$ cat src/sv/tlik_isqrt.sv
// ----------------------------------------------------------------------------
// tlik_isqrt: pipelined integer square root
// Floor square root of an IW-bit radicand, one result bit per stage, with a
// side channel that travels alongside the data.
// ----------------------------------------------------------------------------
module tlik_isqrt #(
	parameter int IW = 48,
	parameter int SW = 1
) (
	input  logic             clk,
	input  logic             arst_n,
	input  logic             en,
	input  logic             valid_i,
	input  logic [IW-1:0]    rad_i,
	input  logic [SW-1:0]    side_i,
	output logic             valid_o,
	output logic [IW/2-1:0]  root_o,
	output logic [SW-1:0]    side_o
);

	localparam int OW = IW / 2;
	localparam int RW = OW + 3;

	logic          v_s    [0:OW];
	logic [OW-1:0] root_s [0:OW];
	logic [RW-1:0] rem_s  [0:OW];
	logic [IW-1:0] rad_s  [0:OW];
	logic [SW-1:0] side_s [0:OW];

	always_ff @(posedge clk or negedge arst_n) begin
		if (!arst_n) begin
			v_s[0] <= 1'b0;
		end else if (en) begin
			v_s[0] <= valid_i;
		end
	end

	always_ff @(posedge clk) begin
		if (en) begin
			root_s[0] <= '0;
			rem_s[0]  <= '0;
			rad_s[0]  <= rad_i;
			side_s[0] <= side_i;
		end
	end

	for (genvar k = 0; k < OW; k++) begin : g_step
		logic [RW-1:0] rem_sh;
		logic [RW-1:0] trial;
		logic          ge;

		// Bring down the next two radicand bits and try root*4 + 1.
		always_comb begin
			rem_sh = {rem_s[k][RW-3:0], rad_s[k][IW-1:IW-2]};
			trial  = {1'b0, root_s[k], 2'b01};
			ge     = rem_sh >= trial;
		end

		always_ff @(posedge clk or negedge arst_n) begin
			if (!arst_n) begin
				v_s[k+1] <= 1'b0;
			end else if (en) begin
				v_s[k+1] <= v_s[k];
			end
		end

		always_ff @(posedge clk) begin
			if (en) begin
				rem_s[k+1]  <= ge ? (rem_sh - trial) : rem_sh;
				root_s[k+1] <= {root_s[k][OW-2:0], ge};
				rad_s[k+1]  <= {rad_s[k][IW-3:0], 2'b00};
				side_s[k+1] <= side_s[k];
			end
		end
	end

	assign valid_o = v_s[OW];
	assign root_o  = root_s[OW];
	assign side_o  = side_s[OW];

endmodule

$ cat config.mk
export PLATFORM = sky130hd
export DESIGN_NAME = tlik_isqrt
export DESIGN_NICKNAME = d
export VERILOG_FILES = /design/src/sv/tlik_isqrt.sv
export SDC_FILE = /design/constraint.sdc
export NUM_CORES = 2
export LEC_CHECK = 0
export ABC_CLOCK_PERIOD_IN_PS = 4800
export BUFFER_PORTS_ARGS = -buffer_cell sky130_fd_sc_hd__buf_4
export CORE_UTILIZATION = 55
export DETAILED_ROUTE_END_ITERATION = 8
export GPL_ROUTABILITY_DRIVEN = 0
export HOLD_SLACK_MARGIN = 0.15
export PLACE_DENSITY = 0.75
export SYNTH_ARGS = -nofsm -noshare
export SYNTH_HDL_FRONTEND = slang
export SYNTH_SLANG_ARGS = --single-unit
$ cat constraint.sdc
create_clock -name clk -period 4.8 [get_ports clk]
set_input_delay 0 -clock clk [delete_from_list [all_inputs] [get_ports clk]]
set_output_delay 0 -clock clk [all_outputs]
set_load 0.1 [all_outputs]
# --- After elaboration in Yosys (flattened, before gate mapping) ---
# Memories as Yosys holds them, arrays and structs flattened.
# Cells that the tools add are included.
word_totals:
  mem_count: 4
  out_inout_bits: 26
  elab_cells: 103
  inputBits: 53
  reg_bits: 25
  ram_bits: 2500
classes:
  add_sub_neg: 24
  n_lt_le_gt_ge: 24
  muxes: 26
mem_list:
  columns: ["memory", "words", "word_bits", "read_ports", "rd_clocked_by_memory_dff", "write_ports", "line", "source"]
  rows:
  - ["rad_s", 25, 48, 24, 0, 25, "27", "logic [IW-1:0] rad_s [0:OW];"]
  - ["rem_s", 25, 27, 24, 0, 25, "26", "logic [RW-1:0] rem_s [0:OW];"]
  - ["root_s", 25, 24, 25, 0, 25, "25", "logic [OW-1:0] root_s [0:OW];"]
  - ["side_s", 25, 1, 25, 0, 25, "28", "logic [SW-1:0] side_s [0:OW];"]
op_table:
  columns: ["operator", "count"]
  rows:
  - ["greater-or-equal comparator 27 x 26 -> 1 bit", 24]
  - ["two-way mux 27 bit", 24]
  - ["subtractor 27 x 26 -> 27 bit", 24]
  - ["two-way mux 1 bit", 2]

# --- Longest topological paths before layout ---
# An unclocked memory read counts as a cell.
logic_depth:
  depth_word: 3
  mapped_depth: 14
  mapped_depth_nobuf: 12

# --- Worst setup path before layout ---
# No wires, ideal clock.
synth_timing:
  path_type: "reg-to-reg"
  startpoint: "memory rem_s[0][85] (netlist bit)"
  endpoint: "memory rem_s[0][130] (netlist bit) (data pin)"
  setup_time_ps: 262
  arrival_ps: 3271
  t_required_ps: 4538
  synth_period_minus_slack_ps: 3533
  n_path_buf: 0
  setup_slack_ps: 1267
  stages_incl_launch_ff: 10
  cell_sequence: "edfxtp_1 > or4_4 > or3_4 > or4_4 > or3_4 > or4_4 > o31ai_4 > or3_4 > nor3_2 > xor2_1"
synth_lines:
  columns: ["element", "line"]
  rows:
  - ["start, declared", "26"]

==> qor.txt <==
=====================================================================================
Full die area                                                            124000 sq um
Pre-antenna DRT Iters                                                               8
Biggest fanout along the worst timing path                                         14
Final setup TNS                                                                  0 ns
Most frequent standard cell in the layout excluding fill and tap cells       edfxtp_1
Final Routed Wirelength                                                        119 mm
Setup slack, reg-to-reg                                                       0.83 ns
Leakage                                                                       29.1 nW
Critical path depth                                                                 9
Area grow syn2layout                                                            13.0%
Timing startpoint of the critical path                                   rem_s[0][116]
Worst Tran Pin Value                                                          1.10 ns
Largest net degree at the start of global routing                                 168
Fin cells                                                                        7028
H-tree level count                                                                  4
Initial antenna violation count                                                     0
Average footprint of a synthesized cell                                    13.4 sq um
Switching share of power                                                        0.262
Fraction of synthesis flops using an asynchronous set or reset pin             0.0168
Synth warnings                                                                      0
Iteration-0 DRC Markers                                                          3364
Flops & latches, synth                                                           1492
Clock-pin slew on the worst setup and hold paths                              0.07 ns
Highest clock rate                                                          0.252 GHz
Post-DP HPWL                                                                  78.5 mm
Portion of total power attributed to combinational logic                        0.165
Worst setup path category                                                     reg2reg
Total count of max-transition violations in the final report                        0
Number of cell rows                                                               127
Worst stage delay on the critical path                                        0.70 ns
DRC violation count after routing                                                   0
Startpoint Class                                                            flip-flop
Required arrival time at the worst endpoint                                   5.31 ns
Maximum ir drop on the vdd rail                                              0.400 mV
Area of the core region                                                  120000 sq um
CTS tree                                                                          yes
Worst Setup EP                                                           rem_s[0][147]
Worst slack after detailed placement                                         0.897 ns
Count of unique library cells instantiated by Yosys                                77
Die outline width                                                              351 um
P per Cell Area                                                           453 nW/um^2
Clock latency reported for the late side of the worst-skew pair               0.78 ns
Final worst path period need                                                  3.97 ns
Cell depth of the worst flop-to-flop path                                           9
Setup Skew                                                                  0.0191 ns
Final period utilization                                                        0.827
Synthesized instance count                                                       4997
Cell type of the slowest stage on the worst timing path                         or4_1
Area of the mapped netlist                                                67200 sq um
Final hold vios                                                                     0
Number of diodes                                                                    0
Number of maximum-capacitance violations                                            0
CTS max path bufs                                                                   3
Main area contributors after synthesis                                   edfxtp_1 (66%), ha_1 (6.1%), xor2_1 (2.9%)
Top flip-flop cell by instance count after synthesis                         edfxtp_1
Number of setup buffers added after CTS                                             0
Num CTS Buffers                                                                   153
Number of vias after detailed routing                                           39400
Result of the run                                                           completed
Worst setup margin                                                           0.828 ns
Initial core utilization                                                        0.558
Proportion of synthesized chip area in sequential cells                         0.665
Layout cell share with drive strength beyond 1                                 0.0847
Biggest area consumer among synthesized cells                                edfxtp_1
Vertical die dimension                                                         351 um
Wire length of the first global-routing pass                                   194 mm
Post-place instance area                                                  70000 sq um
Tot GR Track Use                                                                0.194
Highest-count cells in the layout ignoring fill and taps                 edfxtp_1 (1467), inv_1 (413), nand2_1 (347), ha_1 (325), nor2_1 (275)
CP delay by family, top                                                  simple AND/OR/NAND/NOR gates
Routed wire length per instance                                               16.9 um
Worst min path class                                                           in2reg
Remaining antenna violation count after routing                                     0
EDFF count, synth                                                                1467
Reg-to-reg startpoint                                                    rem_s[0][116]
Design Area, Final                                                        75900 sq um
# nets final                                                                     5675
Post-synth top area share                                                       0.656
Psw                                                                         0.00899 W
Net count of the mapped netlist                                                  5375
Cells after DPL                                                                  6650
Number of top-level pins                                                           79
# port buffers                                                                     78
Buf+Inv Stages, Crit Path                                                           0
Number of endpoints failing setup at the final stage                                0
Sequential fraction of design power                                             0.499
RSZ-0062 raised after global routing                                            false
Number of clock sinks seen by CTS                                                1492
Internal power summed over all cells                                         0.0253 W
Worst R2R End                                                            rem_s[0][147]
Chain of cells forming the critical path                                 or4_1 -> or3_1 -> or3_1 -> or4_1 -> or4_1 -> o21ai_1 -> or2_2 -> nor2_1 -> xor2_1
Cell with the most instances on the worst path                                  or4_1
Via count of the first global-routing pass                                      38700
Via-to-Cell Ratio                                                                5.61
Data arrival time of the critical path                                        4.48 ns
Root Buffer Master                                                          clkbuf_16
Endpoint kind of the worst setup timing path                                flip-flop
Clock share of power                                                            0.336
Final global-route overflow total                                                   0
Worst rel slew slack                                                            0.264
=====================================================================================
-- Yosys cell counts, drive strengths merged, types with 9 or more instances --
| cell | n |
|---|---|
| nor3 | 135 |
| buf | 9 |
| a21oi | 255 |
| a21o | 112 |
| ha | 325 |
| nand3b | 11 |
| or4 | 32 |
| o21bai | 20 |
| and3 | 23 |
| edfxtp | 1467 |
| xor2 | 219 |
| nand3 | 55 |
| xnor2 | 194 |
| mux2 | 69 |
| o41ai | 9 |
| clkbuf | 70 |
| a211oi | 25 |
| nand2b | 58 |
| or3 | 55 |
| or2 | 29 |
| o31ai | 49 |
| nand2 | 347 |
| o21ai | 279 |
| a21boi | 17 |
| a31oi | 29 |
| o21a | 74 |
| inv | 413 |
| o211ai | 17 |
| nor2b | 53 |
| nand4 | 53 |
| and2 | 11 |
| nor2 | 275 |
| dfrtp | 25 |
| nor4 | 62 |
-- cells by family after synthesis --
kind of cell / after synthesis / synth area share
xor gates and xnor gates: 413 / 0.0539
adders and majority gates: 325 / 0.0605
AOI/OAI and AO/OA: 968 / 0.0903
and+or+nand+nor: 1227 / 0.0898
buffers and inverters: 495 / 0.0277
DFF: 1492 / 0.665
muxes: 76 / 0.0126
other: 1 / 0.0000558
-- registers in the layout, indices dropped and copies added (netlist names) --
signal   cells
rad_s      600
side_s      25
root_s     300
valid_o      1
rem_s      542
v_s         24
-- power by group through the flow --
| stage | sequential [W] | combinational (W) | clock (W) |
|---|---|---|---|
| final | 0.0171 | 0.00567 | 0.0116 |
| after global routing | 0.0173 | 0.00632 | 0.0123 |
| after CTS | 0.0171 | 0.00561 | 0.0118 |
| after detailed placement | 0.0174 | 0.00548 | 0 |
| after global placement | 0.0173 | 0.00528 | 0 |
| after floorplan | 0.0171 | 0.00409 | 0 |
-- area by class of cell --
cell class | count | area [sq um]
tap | 1612 | 2020
sequential | 1492 | 44700
clock inverter | 88 | 878
clock buffer | 186 | 4000
fill | 8857 | 44600
inverter | 416 | 1560
multi-input combinational | 3010 | 20700
timing repair buffer | 224 | 2070
-- worst min path at each step --
stage	startpoint	endpoint	slack (ns)	cells past startpoint
2_1_floorplan	arst_n	v_s[10]	-0.30	0
3_3_place_gp	arst_n	valid_o	-0.09	1
3_5_place_dp	arst_n	valid_o	-0.08	1
4_1_cts	en	rem_s[0][52]	0.39	2
5_1_grt	rad_s[2][21]	rad_s[2][71]	0.41	0
6_report	en	rad_s[0][50]	0.39	2
-- worst reg2reg max path: cells and delay by family, from the launching register on --
family	cells	cell delay, ns
xor gates and xnor gates	1	0.14
and+or+nand+nor	7	2.95
DFF	1	0.41
AOI/OAI and AO/OA	1	0.21
-- timing repair --
item                                   in CTS  in global routing
hold buffers                              104                  0
resized for setup                           0                  0
endpoints found under the hold margin     402                  0
setup endpoints to repair                   0                  0
-- routing by layer --
metal | vias to the layer above | GRT usage | part of all wire
li1 | 19100 | - | -
met1 | 19100 | 0.266 | 0.44
met2 | 998 | 0.319 | 0.48
met3 | 228 | 0.0306 | 0.053
met4 | 0 | 0.0640 | 0.024
met5 | - | 0 | 0
-- per-stage QoR --
step / util / total power, W / hold WS (ns)
CTS: 0.630 / 0.0345 / 0.394
global route: 0.630 / 0.0359 / 0.412
detailed placement: 0.581 / 0.0229 / -0.0835
floorplan: - / 0.0212 / -0.296
global placement: 0.581 / 0.0226 / -0.0927
finish: 0.630 / 0.0343 / 0.392
No activity file was read; power rests on OpenSTA's default activity.
