## src/sv/tlik_pkg.sv

```systemverilog
// ----------------------------------------------------------------------------
// tlik_pkg: shared types and constants
// Fixed-point widths, angle constants and the CORDIC arctangent table for
// the two-link planar inverse kinematics pipeline.
// ----------------------------------------------------------------------------
package tlik_pkg;

	localparam int COORD_W  = 16;   // x_pos, y_pos, link lengths
	localparam int R2_W     = 32;   // x^2 + y^2
	localparam int COS_W    = 18;   // law-of-cosines argument, Q.16 in [-1, 1]
	localparam int CORDIC_W = 28;   // CORDIC x/y datapath
	localparam int ANG_W    = 20;   // CORDIC angle accumulator, Q.16 radians
	localparam int SH_W     = 17;
	localparam int EL_W     = 15;

	localparam int ATAN_LEN = 24;

	localparam logic signed [ANG_W-1:0] PI_Q16      = 20'sd205887;
	localparam logic signed [ANG_W-1:0] HALF_PI_Q16 = 20'sd102943;
	localparam logic signed [COS_W-1:0] ONE_Q16     = 18'sd65536;
	localparam logic        [EL_W-1:0]  ELBOW_MAX   = 15'd25736;
	localparam logic signed [SH_W-1:0]  SHOULDER_MIN = -17'sd65535 - 17'sd1;
	localparam logic signed [SH_W-1:0]  SHOULDER_MAX = 17'sd65535;

	// atan(2^-i) in Q.16, rounded to nearest.
	function automatic logic signed [ANG_W-1:0] atan_q16(input int i);
		logic signed [ANG_W-1:0] a;
		unique case (i)
			0: a = 20'sd51472;
			1: a = 20'sd30385;
			2: a = 20'sd16055;
			3: a = 20'sd8150;
			4: a = 20'sd4091;
			5: a = 20'sd2047;
			6: a = 20'sd1024;
			7: a = 20'sd512;
			8: a = 20'sd256;
			9: a = 20'sd128;
			10: a = 20'sd64;
			11: a = 20'sd32;
			12: a = 20'sd16;
			13: a = 20'sd8;
			14: a = 20'sd4;
			15: a = 20'sd2;
			16: a = 20'sd1;
			default: a = '0;
		endcase
		return a;
	endfunction

endpackage

```

## src/sv/tlik_div.sv

```systemverilog
// ----------------------------------------------------------------------------
// tlik_div: pipelined clamped quotient
// Forms num/den in Q.16, clamped to [-1, 1] and truncated toward zero, with a
// restoring divider that settles one quotient bit per stage.
// ----------------------------------------------------------------------------
module tlik_div #(
	parameter int NW = 44,
	parameter int DW = 42,
	parameter int SW = 1
) (
	input  logic                              clk,
	input  logic                              arst_n,
	input  logic                              en,
	input  logic                              valid_i,
	input  logic signed [NW-1:0]              num_i,
	input  logic        [DW-1:0]              den_i,
	input  logic        [SW-1:0]              side_i,
	output logic                              valid_o,
	output logic signed [tlik_pkg::COS_W-1:0] c_o,
	output logic        [SW-1:0]              side_o
);

	localparam int QW = tlik_pkg::COS_W - 2;
	localparam int RW = DW + 1;

	// Input registers.
	logic                 v_s0;
	logic signed [NW-1:0] num_s0;
	logic [DW-1:0]        den_s0;
	logic [SW-1:0]        side_s0;

	logic          v_s    [0:QW];
	logic [RW-1:0] rem_s  [0:QW];
	logic [DW-1:0] den_s  [0:QW];
	logic [QW-1:0] q_s    [0:QW];
	logic          pos_s  [0:QW];
	logic          neg_s  [0:QW];
	logic          sgn_s  [0:QW];
	logic [SW-1:0] side_s [0:QW];

	logic signed [NW-1:0] den_x;
	logic signed [NW-1:0] mag;

	always_ff @(posedge clk or negedge arst_n) begin
		if (!arst_n) begin
			v_s0   <= 1'b0;
			v_s[0] <= 1'b0;
		end else if (en) begin
			v_s0   <= valid_i;
			v_s[0] <= v_s0;
		end
	end

	always_ff @(posedge clk) begin
		if (en) begin
			num_s0  <= num_i;
			den_s0  <= den_i;
			side_s0 <= side_i;
		end
	end

	// Clamp decisions; the magnitude only matters when neither clamp hits.
	always_comb begin
		den_x = signed'({{(NW-DW){1'b0}}, den_s0});
		mag   = num_s0[NW-1] ? -num_s0 : num_s0;
	end

	always_ff @(posedge clk) begin
		if (en) begin
			pos_s[0]  <= num_s0 >= den_x;
			neg_s[0]  <= num_s0 <= -den_x;
			sgn_s[0]  <= num_s0[NW-1];
			rem_s[0]  <= mag[RW-1:0];
			den_s[0]  <= den_s0;
			q_s[0]    <= '0;
			side_s[0] <= side_s0;
		end
	end

	for (genvar k = 0; k < QW; k++) begin : g_step
		logic [RW-1:0] rem2;
		logic          ge;

		always_comb begin
			rem2 = {rem_s[k][RW-2:0], 1'b0};
			ge   = rem2 >= {1'b0, den_s[k]};
		end

		always_ff @(posedge clk or negedge arst_n) begin
			if (!arst_n) begin
				v_s[k+1] <= 1'b0;
			end else if (en) begin
				v_s[k+1] <= v_s[k];
			end
		end

		always_ff @(posedge clk) begin
			if (en) begin
				rem_s[k+1]  <= ge ? (rem2 - {1'b0, den_s[k]}) : rem2;
				q_s[k+1]    <= {q_s[k][QW-2:0], ge};
				den_s[k+1]  <= den_s[k];
				pos_s[k+1]  <= pos_s[k];
				neg_s[k+1]  <= neg_s[k];
				sgn_s[k+1]  <= sgn_s[k];
				side_s[k+1] <= side_s[k];
			end
		end
	end

	logic signed [tlik_pkg::COS_W-1:0] q_x;

	always_comb begin
		q_x = signed'({2'b00, q_s[QW]});
		priority if (pos_s[QW]) begin
			c_o = tlik_pkg::ONE_Q16;
		end else if (neg_s[QW]) begin
			c_o = -tlik_pkg::ONE_Q16;
		end else if (sgn_s[QW]) begin
			c_o = -q_x;
		end else begin
			c_o = q_x;
		end
	end

	assign valid_o = v_s[QW];
	assign side_o  = side_s[QW];

endmodule

```

## config.mk

```make
export PLATFORM = sky130hd
export DESIGN_NAME = tlik_div
export DESIGN_NICKNAME = d
export VERILOG_FILES = /design/src/sv/tlik_pkg.sv /design/src/sv/tlik_div.sv
export SDC_FILE = /design/constraint.sdc
export NUM_CORES = 2
export LEC_CHECK = 0
export BUFFER_PORTS_ARGS = -buffer_cell sky130_fd_sc_hd__buf_2
export CORE_MARGIN = 2
export CORE_UTILIZATION = 45
export CTS_CLUSTER_SIZE = 12
export DETAILED_ROUTE_END_ITERATION = 10
export PLACE_DENSITY_LB_ADDON = 0.1
export SYNTH_ARGS = -nofsm -noshare
export SYNTH_HDL_FRONTEND = slang
export SYNTH_SLANG_ARGS = --single-unit
```

## constraint.sdc

```tcl
create_clock -name clk -period 5.6 [get_ports clk]
set_input_delay 0.28 -clock clk [delete_from_list [all_inputs] [get_ports clk]]
set_output_delay 0.28 -clock clk [all_outputs]
set_load 0.03 [all_outputs]
```

Yosys cells after proc, flatten, opt, wreduce, memory -nomap -nowiden
Memories as Yosys holds them, arrays and structs flattened.
Index checks and enable logic that the tools add are counted.
{ "word_totals": {"inputBits": 91, "memories": 7, "ff_bits": 105, "wordCells": 87, "ram_bits": 1785, "output_inout_bits": 20} }
{ "classes": {"n_mux": 22, "order_cmp": 18, "n_addsub": 19} }
{ "mem_list": {"columns": ["memory", "words", "width", "read_ports", "rd_clocked_by_memory_dff", "wr", "line", "rtl"], "rows": [
  ["rem_s", 17, 43, 16, 0, 17, "tlik_div.sv:33", "logic [RW-1:0] rem_s [0:QW];"],
  ["den_s", 17, 42, 16, 0, 17, "tlik_div.sv:34", "logic [DW-1:0] den_s [0:QW];"],
  ["q_s", 17, 16, 17, 0, 17, "tlik_div.sv:35", "logic [QW-1:0] q_s [0:QW];"],
  ["neg_s", 17, 1, 17, 0, 17, "tlik_div.sv:37", "logic neg_s [0:QW];"],
  ["pos_s", 17, 1, 17, 0, 17, "tlik_div.sv:36", "logic pos_s [0:QW];"],
  ["sgn_s", 17, 1, 17, 0, 17, "tlik_div.sv:38", "logic sgn_s [0:QW];"],
  ["+1 memories", null, null, null, null, null, null, null]
]} }
{ "op_table": {"columns": ["operator", "n"], "rows": [
  ["2-to-1 mux 43 bit", 17],
  ["greater-or-equal comparator 43 x 42 -> 1 bit", 16],
  ["subtractor 43 x 42 -> 43 bit", 16],
  ["2-to-1 mux 18 bit", 3],
  ["greater-or-equal comparator 44 x 43 -> 1 bit", 1],
  ["less-or-equal comparator 44 bit", 1],
  ["negation 42 -> 44 bit", 1],
  ["negation 43 bit", 1],
  ["negation 16 -> 18 bit", 1],
  ["2-to-1 mux 1 bit", 2]
]} }

Longest topological paths before layout
An unclocked memory read counts as a cell.
{ "logic_depth": {"ltp_word": 5, "depth_mapped": 19} }

Worst setup path before layout
No wires, ideal clock.
{ "synth_timing": {"path_kind": "reg-to-reg", "startpoint": "register den_s0[13]", "endpoint": "memory neg_s[0][0] (data pin)", "arrival_ps": 4565, "period_less_slack_ps": 4824, "path_slack_ps": 776, "path_stages_with_launch": 18, "n_path_buf": 0, "cell_sequence": "edfxtp_1 or4_1 or3_1 or3_1 nor2_1 nand2_1 or3_1 nor3_1 nand3_1 or4_1 xnor2_1 ha_1 nand4_1 nor2_1 nand4_1 o221ai_1 a211oi_1 a211o_1"} }
{ "synth_lines": {"columns": ["item", "line", "rtl"], "rows": [
  ["start, declared", "tlik_div.sv:29", "logic [DW-1:0] den_s0;"],
  ["start signal, assigned", "tlik_div.sv:57", "den_s0 <= den_i;"],
  ["end, declared", "tlik_div.sv:37", null]
]} }

==> metrics.cfg <==
[status]
status = complete, no violations

[floorplan]
dieArea_um2 = 222000
die_w_um = 471
coreArea_um2 = 217000
pin_count = 111
rows = 171
die-height_um = 471
floorplan.initialDensity = 0.452

[synth]
async_flop_share = 0.0109
avgSynthCellArea_um2 = 10.8
synth.distinct_cells = 86
synth_area_um2 = 98100
yosysTopAreaCell = edfxtp_1
ys.flop_type = edfxtp_1
ys_seq_area_frac = 0.505
synth_edf_count = 1635
synthesis.yosys.warnings = 0
syn-num-nets = 9955
syn_inst = 9090
synth_top_area_frac = 0.501
synth.area.top_cells = edfxtp_1 50%, ha_1 9.7%, a21oi_1 4.0%, xnor2_1 3.7%, a21o_1 3.4%
synth_seq_cells = 1653

[cts]
cts_tree = built
clk_path_buf_depth = 3
cts_root_buffer = clkbuf_16
clkLatencyLatePin_ns = 0.83
clkTransAtPathRegs_ns = 0.06
clkSinkCount = 1653
cts-resized-gates = 0
cts_buffers = 191
htree_num_levels = 4

[sta]
fin_tns_setup_ns = 0
hold_viol = 0
period_minus_slack_ns = 5.13
drv_slew = 0
rsz0062_at_grt = no
min_period_over_period = 0.916
clock.fmax_mhz = 195
finClkSkew_ns = 0.0316
tightest_slew_ns = 1.11
setup_viol_count_final = 0
max_slew_margin = 0.259

[layout]
area_growth_pct = 11.5
final_common_cell = edfxtp_1
final_cell_mix = 1635 x edfxtp_1, 889 x inv_1, 785 x a21oi_1, 759 x ha_1, 585 x nand2_1
drive_gt1_frac = 0.0858
seqCellArea_um2 = 49500
fin_nets = 10161
n_fill_cell = 19243
multiInputGateArea_um2 = 44200
stdcell_area_um2 = 109000

[global_route]
grt_pass1_wl_um = 387000
grt.overflow.total = 0
grt_max_degree = 179
grt_pass1_vias = 71865
grt_util_all_layers = 0.221
antenna_found_initial = 5

[route]
drtIter0Drc = 3714
route.detailed.drc = 0
final_antenna_net_count = 0
wirelength_um = 247000
routedWlPerCell_um = 20.1
vias_per_cell = 5.55
via_count = 68374
drt_pass1_iterations = 5

[min_path]
min_path_type = primary input to flop

[critical_path]
crit_type = flop to flop
crit_fanout = 4
crit_required_ns = 6.17
start_kind = flop
arrival_ns = 5.70
end_kind = flop

[place]
io_buffers = 110
placed_cell_area_um2 = 102000
place_congestion = 0.938
dp_hpwl_um = 192000

[power_and_ir_drop]
total_power_mw = 61.9
irDropWorstVdd_uv = 369
p_leak_nw = 45.1
p_per_area_nw_per_um2 = 566

[run]
drv_cap = 0

cells in the mapped netlist (all sizes together), types with 20 or more instances:
library cell and instances:
xnor2 414, edfxtp 1635, o211ai 40, a31oi 101, nor2 567, o21bai 95, nor4 45, nand2 586
o41ai 20, a211o 26, xor2 230, o31ai 55, nand4 169, or2 23, or3 44, and2 39
inv 889, nand3 155, a21o 449, and3 77, o2111ai 20, nand2b 84, a21oi 787, nor2b 87
or4 27, a41oi 20, mux2 251, o21ai 545, and4 22, ha 759, a211oi 51, clkbuf 282
nor3 100, a21boi 23, o21a 91
flip-flops by register name, summed over array words and instances, names as in the netlist:
signal,cells
den_s,672
sgn_s,17
den_s0,42
pos_s,17
v_s,16
neg_s,17
valid_o,1
q_s,136
v_s0,1
side_s0,1
num_s0,44
side_s,17
rem_s,672
layout make-up:
type,count,area share
Sequential cell,1653,0.453
Multi-Input combinational cell,6255,0.404
Clock buffer,239,0.0467
Tap cell,2854,0.0326
Inverter,890,0.0305
Timing Repair Buffer,305,0.0227
Clock inverter,109,0.00988
Antenna cell,12,0.000274
routing by layer:
metal | track usage | vias to the layer above | part of all wire
met3 | 0.0256 | 646 | 0.026
met4 | 0.142 | 0 | 0.069
met1 | 0.203 | 32506 | 0.34
met5 | 0 | - | 0
li1 | - | 33827 | -
met2 | 0.448 | 1395 | 0.56
cell families (layout without fill, tap and decap cells):
family                     Yosys count  in the layout  share of synthesized area
muxes                              267            267                     0.0304
other                                0             12                          0
buffers and inverters             1182           1543                     0.0453
AOI/OAI and AO/OA                 2498           2498                      0.160
DFF                               1653           1653                      0.505
xor gates and xnor gates           644            644                     0.0575
adders and majority gates          774            774                     0.0999
and+or+nand+nor                   2072           2072                      0.102
per-stage QoR:
step            util  setup WS [ns]  hold WS [ns]  std cells
2_1_floorplan      -          0.776       -0.0156       9090
3_3_place_gp   0.471          0.380         0.220      11866
3_5_place_dp   0.471          0.434         0.230      11866
4_1_cts        0.504          0.429        0.0873      12305
5_1_grt        0.504          0.199         0.111      12317
6_report       0.504          0.469         0.155      12317
critical path, cell delays in order, from the launching register on:
cell	delay (ns)
edfxtp_1	0.42
or4_1	0.58
or3_1	0.36
or3_1	0.43
nor2_1	0.16
nand2_1	0.14
or3_1	0.41
nor3_1	0.14
buf_4	0.16
nand3_1	0.09
or4_1	0.46
xnor2_1	0.15
ha_1	0.30
nand4_1	0.09
nor2_1	0.21
nand4_1	0.14
o221ai_1	0.24
a211oi_1	0.09
a211o_1	0.29
report_power, final:
group	total [mW]	switching (mW)	internal (mW)	leakage (nW)
clock	12.3	5.11	7.16	3.04
sequential	20.0	1.74	18.3	16.2
combinational	29.6	17.2	12.4	25.9
timing repair:
| action | in CTS | in global routing |
|---|---|---|
| setup buffers | 0 | 0 |
| hold endpoints to repair | 107 | 0 |
| hold buffers | 91 | 0 |
worst paths after layout:
check                      cells past startpoint  slack [ns]     endpoint   startpoint
min                                            2        0.16    den_s0[5]     den_i[5]
min in group asynchronous                      3        0.61      v_s[16]       arst_n
max reg2reg                                   18        0.47  neg_s[0][0]   den_s0[15]
max                                           18        0.47  neg_s[0][0]   den_s0[15]
min reg2reg                                    0        0.41  pos_s[4][0]  pos_s[3][1]
max in group asynchronous                      3        4.49      v_s[10]       arst_n
Note: power is estimated with default switching activity, not from simulation.
