--- src/sv/tlik_pkg.sv ---
// ----------------------------------------------------------------------------
// tlik_pkg: shared types and constants
// Fixed-point widths, angle constants and the CORDIC arctangent table for
// the two-link planar inverse kinematics pipeline.
// ----------------------------------------------------------------------------
package tlik_pkg;

	localparam int COORD_W  = 16;   // x_pos, y_pos, link lengths
	localparam int R2_W     = 32;   // x^2 + y^2
	localparam int COS_W    = 18;   // law-of-cosines argument, Q.16 in [-1, 1]
	localparam int CORDIC_W = 28;   // CORDIC x/y datapath
	localparam int ANG_W    = 20;   // CORDIC angle accumulator, Q.16 radians
	localparam int SH_W     = 17;
	localparam int EL_W     = 15;

	localparam int ATAN_LEN = 24;

	localparam logic signed [ANG_W-1:0] PI_Q16      = 20'sd205887;
	localparam logic signed [ANG_W-1:0] HALF_PI_Q16 = 20'sd102943;
	localparam logic signed [COS_W-1:0] ONE_Q16     = 18'sd65536;
	localparam logic        [EL_W-1:0]  ELBOW_MAX   = 15'd25736;
	localparam logic signed [SH_W-1:0]  SHOULDER_MIN = -17'sd65535 - 17'sd1;
	localparam logic signed [SH_W-1:0]  SHOULDER_MAX = 17'sd65535;

	// atan(2^-i) in Q.16, rounded to nearest.
	function automatic logic signed [ANG_W-1:0] atan_q16(input int i);
		logic signed [ANG_W-1:0] a;
		unique case (i)
			0: a = 20'sd51472;
			1: a = 20'sd30385;
			2: a = 20'sd16055;
			3: a = 20'sd8150;
			4: a = 20'sd4091;
			5: a = 20'sd2047;
			6: a = 20'sd1024;
			7: a = 20'sd512;
			8: a = 20'sd256;
			9: a = 20'sd128;
			10: a = 20'sd64;
			11: a = 20'sd32;
			12: a = 20'sd16;
			13: a = 20'sd8;
			14: a = 20'sd4;
			15: a = 20'sd2;
			16: a = 20'sd1;
			default: a = '0;
		endcase
		return a;
	endfunction

endpackage

--- src/sv/tlik_cordic.sv ---
// ----------------------------------------------------------------------------
// tlik_cordic: pipelined vectoring CORDIC
// Returns the angle of (x, y) in Q.16 radians. A quarter-turn prerotation
// brings the left half plane into range, then one micro-rotation per stage.
// ----------------------------------------------------------------------------
module tlik_cordic #(
	parameter int N = 16
) (
	input  logic                                 clk,
	input  logic                                 arst_n,
	input  logic                                 en,
	input  logic                                 valid_i,
	input  logic signed [tlik_pkg::CORDIC_W-1:0] x_i,
	input  logic signed [tlik_pkg::CORDIC_W-1:0] y_i,
	output logic                                 valid_o,
	output logic signed [tlik_pkg::ANG_W-1:0]    z_o
);

	localparam int W  = tlik_pkg::CORDIC_W;
	localparam int AW = tlik_pkg::ANG_W;

	logic                 v_s [0:N];
	logic signed [W-1:0]  x_s [0:N];
	logic signed [W-1:0]  y_s [0:N];
	logic signed [AW-1:0] z_s [0:N];

	always_ff @(posedge clk or negedge arst_n) begin
		if (!arst_n) begin
			v_s[0] <= 1'b0;
		end else if (en) begin
			v_s[0] <= valid_i;
		end
	end

	always_ff @(posedge clk) begin
		if (en) begin
			priority if (x_i >= 0) begin
				x_s[0] <= x_i;
				y_s[0] <= y_i;
				z_s[0] <= '0;
			end else if (y_i >= 0) begin
				x_s[0] <= y_i;
				y_s[0] <= -x_i;
				z_s[0] <= tlik_pkg::HALF_PI_Q16;
			end else begin
				x_s[0] <= -y_i;
				y_s[0] <= x_i;
				z_s[0] <= -tlik_pkg::HALF_PI_Q16;
			end
		end
	end

	for (genvar i = 0; i < N; i++) begin : g_step
		logic signed [W-1:0] xs;
		logic signed [W-1:0] ys;

		always_comb begin
			xs = x_s[i] >>> i;
			ys = y_s[i] >>> i;
		end

		always_ff @(posedge clk or negedge arst_n) begin
			if (!arst_n) begin
				v_s[i+1] <= 1'b0;
			end else if (en) begin
				v_s[i+1] <= v_s[i];
			end
		end

		// Rotate toward the x axis; the sign of y picks the direction.
		always_ff @(posedge clk) begin
			if (en) begin
				if (y_s[i] >= 0) begin
					x_s[i+1] <= x_s[i] + ys;
					y_s[i+1] <= y_s[i] - xs;
					z_s[i+1] <= z_s[i] + tlik_pkg::atan_q16(i);
				end else begin
					x_s[i+1] <= x_s[i] - ys;
					y_s[i+1] <= y_s[i] + xs;
					z_s[i+1] <= z_s[i] - tlik_pkg::atan_q16(i);
				end
			end
		end
	end

	assign valid_o = v_s[N];
	assign z_o     = z_s[N];

endmodule

--- config.mk ---
export PLATFORM = sky130hd
export DESIGN_NAME = tlik_cordic
export DESIGN_NICKNAME = d
export VERILOG_FILES = /design/src/sv/tlik_pkg.sv /design/src/sv/tlik_cordic.sv
export SDC_FILE = /design/constraint.sdc
export NUM_CORES = 2
export LEC_CHECK = 0
export BUFFER_PORTS_ARGS = -buffer_cell sky130_fd_sc_hd__buf_2
export CORE_MARGIN = 3
export CORE_UTILIZATION = 34
export DETAILED_ROUTE_END_ITERATION = 7
export GPL_TIMING_DRIVEN = 1
export PLACE_DENSITY_LB_ADDON = 0.3
export REMOVE_ABC_BUFFERS = 1
export SYNTH_ARGS = -nofsm -noshare
export SYNTH_HDL_FRONTEND = slang
export SYNTH_SLANG_ARGS = --single-unit
--- constraint.sdc ---
create_clock -name clk -period 6.5 [get_ports clk]
set_clock_uncertainty 0.1 [all_clocks]
set_input_delay 1.3 -clock clk [delete_from_list [all_inputs] [get_ports clk]]
set_output_delay 1.3 -clock clk [all_outputs]
set_load 0.01 [all_outputs]
# After elaboration in Yosys (flattened, before gate mapping)

Memory sizes are Yosys's and may differ from the RTL's.
Index checks and enable logic that the tools add are counted.

Flip-flop bits (word level): 17
Bits in writable memories: 1292
Input bits: 60
Output and inout port bits: 21
Logic and storage cells: 350
Memories kept: 3

Add/subtract/negate cells: 97
Magnitude comparators: 18
Multiplexer cells: 161
Bitwise operators: 54

Memory list:

| name | depth | width | read ports | clocked after memory_dff | wr ports | line              | RTL |
|---|---|---|---|---|---|---|---|
| x_s  | 17    | 28    | 16         | 0                        | 17       | tlik_cordic.sv:23 | `logic signed [W-1:0] x_s [0:N];` |
| y_s  | 17    | 28    | 16         | 0                        | 17       | tlik_cordic.sv:24 | `logic signed [W-1:0] y_s [0:N];` |
| z_s  | 17    | 20    | 17         | 0                        | 17       | tlik_cordic.sv:25 | `logic signed [AW-1:0] z_s [0:N];` |

Operator list:

| operator                                                               | number |
|---|---|
| 28-bit two-way mux                                                     | 36 |
| 28-bit by 1-bit >= comparator with 1-bit output, second input constant | 18 |
| 20-bit two-way mux                                                     | 18 |
| 1-bit two-way mux                                                      | 107 |
| 28-bit by 13-bit adder with 28-bit output                              | 2 |
| 28-bit by 14-bit adder with 28-bit output                              | 2 |
| 28-bit by 15-bit adder with 28-bit output                              | 2 |
| 28-bit by 16-bit adder with 28-bit output                              | 2 |
| 28-bit by 17-bit adder with 28-bit output                              | 2 |
| 28-bit by 18-bit adder with 28-bit output                              | 2 |
| 28-bit by 19-bit adder with 28-bit output                              | 2 |
| 28-bit by 20-bit adder with 28-bit output                              | 2 |
| 28-bit by 21-bit adder with 28-bit output                              | 2 |
| 28-bit by 22-bit adder with 28-bit output                              | 2 |
| 28-bit by 23-bit adder with 28-bit output                              | 2 |
| 28-bit by 24-bit adder with 28-bit output                              | 2 |
| 28-bit by 25-bit adder with 28-bit output                              | 2 |
| 28-bit by 26-bit adder with 28-bit output                              | 2 |
| 28-bit by 27-bit adder with 28-bit output                              | 2 |
| 28-bit negation                                                        | 2 |
| 28-bit by 13-bit subtractor with 28-bit output                         | 2 |
| 28-bit by 14-bit subtractor with 28-bit output                         | 2 |
| 28-bit by 15-bit subtractor with 28-bit output                         | 2 |
| 28-bit by 16-bit subtractor with 28-bit output                         | 2 |
| 44 further kinds                                                       | 111 |

# Logic depth before layout (Yosys ltp)

Word-level depth: 7
Depth in mapped cells: 21
Depth with buffers taken out: 20

# Worst setup path before layout

No wires, ideal clock.

Path type: input port to flip-flop
From: in en
To: mem y_s[6][26] (netlist bit) (data pin)
Setup time: 278 ps
Arrival: 5922 ps
Data required time: 6122 ps
Slack: 201 ps
Stages: 18
Path buffers: 5
Path through: clkbuf_1 -> and2_1 -> clkbuf_1 -> inv_1 -> clkbuf_1 -> clkbuf_1 -> buf_1 -> o21ai_0 -> fa_1 -> a21oi_1 -> o21ai_0 -> a2111oi_0 -> o31ai_1 -> and4_1 -> o311ai_0 -> a21oi_1 -> o41ai_1 -> o311ai_0

RTL lines:

| item               | line              | RTL |
|---|---|---|
| start: declaration | tlik_cordic.sv:11 | `input logic en,` |
| end: declaration   | tlik_cordic.sv:24 |  |

==> flow_summary.json <==
{
  "run_status": "completed",
  "ys_async_sr_fraction": 0.01464,
  "r2r_end": "y_s[6][26]$_DFFE_PP_",
  "relative_slew_slack": 0.3157,
  "tritoncts": "yes",
  "hpwlAfterDp_um": 199800,
  "setup_violations": 0,
  "layout_nets": 11245,
  "cts-root-buf": "sky130_fd_sc_hd__clkbuf_16",
  "wl_met3_um": 11900,
  "drt_iter0_markers": 5374,
  "fin_crit_sh": 0.8562,
  "route.detailed.wl_per_inst_um": 18.08,
  "clkSlewWorstSetupHoldPaths_ns": 0.06,
  "ys_flop_type": "sky130_fd_sc_hd__edfxtp_1",
  "crit_fanout": 6,
  "gr-total-overflow": 0,
  "worst-endpoint-arrival_ns": 6.04,
  "number_of_placed_i_o_pins": 81,
  "syn_area_um2": 95290,
  "routed_wl_um": 252100,
  "hold_violations": 0,
  "period_needed_ns": 5.565,
  "timing.critical_path.from_type": "flop",
  "drv_slew": 0,
  "tritoncts.num_buffers": 152,
  "timing.max_cap.violations": 0,
  "timing_worst_slew_pin_value_ns": 1.026,
  "layout-area-overhead-vs-synth_pct": 10.30,
  "timing.hold.worst_path_depth": 0,
  "worst_r2r_path_depth": 15,
  "synth-edff-count": 1144,
  "critical_path.endpoint_type": "flop",
  "drc_errors": 0,
  "cts_post_setup_buffers_inserted": 0,
  "antenna_found_initial": 3,
  "grt_util_all_layers": 0.1693,
  "synth_cells": 10022,
  "viasPerCell": 5.362,
  "timing.setup.critical_path_class": "flop to flop",
  "yosysUniqueCellTypes": 81,
  "antenna_violating_nets_post_route": 0,
  "core-area_um2": 277700,
  "yosys_register_bits": 1161,
  "floorplan_die_area_um2": 286600,
  "r2r_slack_ns": 0.93,
  "die_h_um": 535.4,
  "holdCritStartpoint": "z_s[7][1]$_DFFE_PP_",
  "drive_above_1_share": 0.05099,
  "worst_ep_required_time_ns": 6.97,
  "clock_latency_ns": 0.83,
  "route.top_layer_used": "met5",
  "cts_hold_buffers": 0,
  "routed-via-count": 74785,
  "num-fill-cells": 27422,
  "m1WireLength_um": 113000,
  "gp_congestion": 0.9216,
  "grt_max_degree": 148,
  "vias_in_the_first_global_route": 71731,
  "grt_pass1_wl_um": 395000,
  "die_width_um": 535.4,
  "rr_startpoint": "x_s[5][9]$_DFFE_PP_",
  "worstHoldPathType": "flop to flop",
  "route.met2.wl_um": 119500,
  "clock-sinks": 1161,
  "drtPass1Iterations": 7,
  "sequential_cell_area_um2": 34780,
  "placementRows": 193,
  "area_of_combinational_cells_with_multiple_inputs_um2": 57720,
  "seq_area_frac_synth": 0.3650,
  "cts.path.max_buffers": 4,
  "yosys_warnings": 0,
  "totalNegativeSetupSlack_ns": 0,
  "hold-path-endpoint": "z_s[8][1]$_DFFE_PP_",
  "fmax_mhz": 179.7,
  "initial_utilization": 0.3431,
  "syn_avg_cell_area_um2": 9.508,
  "io_buffers": 80,
  "cts_resized": 0,
  "htree_num_levels": 4,
  "rsz0062_at_grt": "false"
}
## metal layers
| layer | GRT usage | up-vias |
|---|---|---|
| li1 | - | 37097 |
| met1 | 0.2218 | 35511 |
| met2 | 0.2899 | 1793 |
| met3 | 0.02219 | 382 |
| met4 | 0.05051 | 2 |
| met5 | 0 | - |
## worst max-delay path by stage
stage,slack (ns),from,depth (start not counted),to
3_5_place_dp,0.44,en,18,y_s[9][27]$_DFFE_PP_
5_1_grt,0.60,x_s[5][5]$_DFFE_PP_,17,y_s[6][26]$_DFFE_PP_
2_1_floorplan,0.12,en,14,y_s[6][26]$_DFFE_PP_
3_3_place_gp,0.35,en,17,y_s[6][26]$_DFFE_PP_
4_1_cts,1.02,x_s[5][9]$_DFFE_PP_,14,y_s[6][26]$_DFFE_PP_
6_report,0.93,x_s[5][9]$_DFFE_PP_,15,y_s[6][26]$_DFFE_PP_
## synth_stat cells (54+ instances only)
cell	instances	area [um^2]
sky130_fd_sc_hd__edfxtp_1	1144	34350
sky130_fd_sc_hd__ha_1	1013	12670
sky130_fd_sc_hd__xnor2_1	962	8426
sky130_fd_sc_hd__a21oi_1	868	4344
sky130_fd_sc_hd__nor2_1	859	3224
sky130_fd_sc_hd__nand2_1	648	2432
sky130_fd_sc_hd__o21ai_0	624	3123
sky130_fd_sc_hd__inv_1	505	1896
sky130_fd_sc_hd__xor2_1	458	4011
sky130_fd_sc_hd__a21o_1	307	2305
sky130_fd_sc_hd__nor3_1	279	1396
sky130_fd_sc_hd__clkbuf_1	196	735.7
sky130_fd_sc_hd__nand3_1	179	895.9
sky130_fd_sc_hd__o31ai_1	145	1089
sky130_fd_sc_hd__o21bai_1	123	923.4
sky130_fd_sc_hd__nand2b_1	119	744.5
sky130_fd_sc_hd__o21a_1	115	863.3
sky130_fd_sc_hd__and3_1	109	681.9
sky130_fd_sc_hd__nor2b_1	101	631.9
sky130_fd_sc_hd__nor4_1	79	494.2
sky130_fd_sc_hd__or3_1	77	481.7
sky130_fd_sc_hd__a31oi_1	74	462.9
sky130_fd_sc_hd__a211oi_1	71	533.0
sky130_fd_sc_hd__o41ai_1	70	613.1
sky130_fd_sc_hd__or4_1	59	442.9
sky130_fd_sc_hd__mux2i_1	54	540.5
## state kept, by name (all words and copies together), names as in the netlist
| register | flops |
|---|---|
| z_s | 318 |
| y_s | 420 |
| v_s | 16 |
| x_s | 406 |
| valid_o | 1 |
## through the flow
step	area, um^2	cells	utilization	hold WS, ns	setup slack [ns]
2_1_floorplan	94420	9791	-	0.3003	0.1191
3_3_place_gp	100300	13683	0.3613	0.3008	0.3526
3_5_place_dp	100300	13683	0.3613	0.3045	0.4431
5_1_grt	105100	13944	0.3785	0.2951	0.6018
6_report	105100	13946	0.3785	0.3068	0.9348
4_1_cts	105100	13942	0.3784	0.2550	1.016
## kinds of logic (layout without fill, tap and decap cells)
kind of cell,Yosys count,in the layout,share of synthesized area
simple gates,2742,2742,0.1370
fa+ha+maj,1060,1060,0.1422
xor+xnor,1420,1420,0.1305
buf+inv,744,959,0.02931
mux,86,86,0.009454
other cells,0,4,0
compound gates,2809,2809,0.1866
flops,1161,1161,0.3650
## cell type report
type	instances	area share
diodes	4	0.00009523
clock buffers	176	0.03806
clock inverters	83	0.007214
inverters	513	0.01832
multi-input cells	8117	0.5492
flip-flops and latches	1161	0.3309
well taps	3705	0.04411
repair buffers	187	0.01214
## placed cells by master, fill, tap and decap left out, types with 77 or more instances in the layout
cell type | synthesis | routed
sky130_fd_sc_hd__o21ai_0 | 624 | 624
sky130_fd_sc_hd__nor4_1 | 79 | 79
sky130_fd_sc_hd__a21oi_1 | 868 | 868
sky130_fd_sc_hd__o31ai_1 | 145 | 145
sky130_fd_sc_hd__nor3_1 | 279 | 279
sky130_fd_sc_hd__nand3_1 | 179 | 179
sky130_fd_sc_hd__xnor2_1 | 962 | 962
sky130_fd_sc_hd__nor2_1 | 859 | 859
sky130_fd_sc_hd__nand2_1 | 648 | 646
sky130_fd_sc_hd__inv_1 | 505 | 505
sky130_fd_sc_hd__nand2b_1 | 119 | 119
sky130_fd_sc_hd__o21a_1 | 115 | 115
sky130_fd_sc_hd__a21o_1 | 307 | 307
sky130_fd_sc_hd__or3_1 | 77 | 77
sky130_fd_sc_hd__xor2_1 | 458 | 458
sky130_fd_sc_hd__o21bai_1 | 123 | 123
sky130_fd_sc_hd__ha_1 | 1013 | 1013
sky130_fd_sc_hd__buf_4 | 0 | 102
sky130_fd_sc_hd__buf_2 | 0 | 79
sky130_fd_sc_hd__clkbuf_16 | 0 | 157
sky130_fd_sc_hd__nor2b_1 | 101 | 101
sky130_fd_sc_hd__and3_1 | 109 | 109
sky130_fd_sc_hd__edfxtp_1 | 1144 | 1144
## critical path: stages (launching register included)
cell                       delay [ns]
sky130_fd_sc_hd__edfxtp_1        0.51
sky130_fd_sc_hd__or4_1           0.55
sky130_fd_sc_hd__nand2b_1        0.18
sky130_fd_sc_hd__or2_2           0.33
sky130_fd_sc_hd__or3_1           0.37
sky130_fd_sc_hd__or2_2           0.33
sky130_fd_sc_hd__o21ai_0         0.20
sky130_fd_sc_hd__xnor2_1         0.15
sky130_fd_sc_hd__ha_1            0.31
sky130_fd_sc_hd__and4_1          0.22
sky130_fd_sc_hd__and4_1          0.22
sky130_fd_sc_hd__o311ai_0        0.77
sky130_fd_sc_hd__a21oi_1         0.26
sky130_fd_sc_hd__o41ai_1         0.54
sky130_fd_sc_hd__nand3_1         0.14
sky130_fd_sc_hd__o311ai_0        0.14
Power is left out: the tool's default activity adds up to more than one toggle a clock period on the data nets, which glitch-free logic cannot reach.
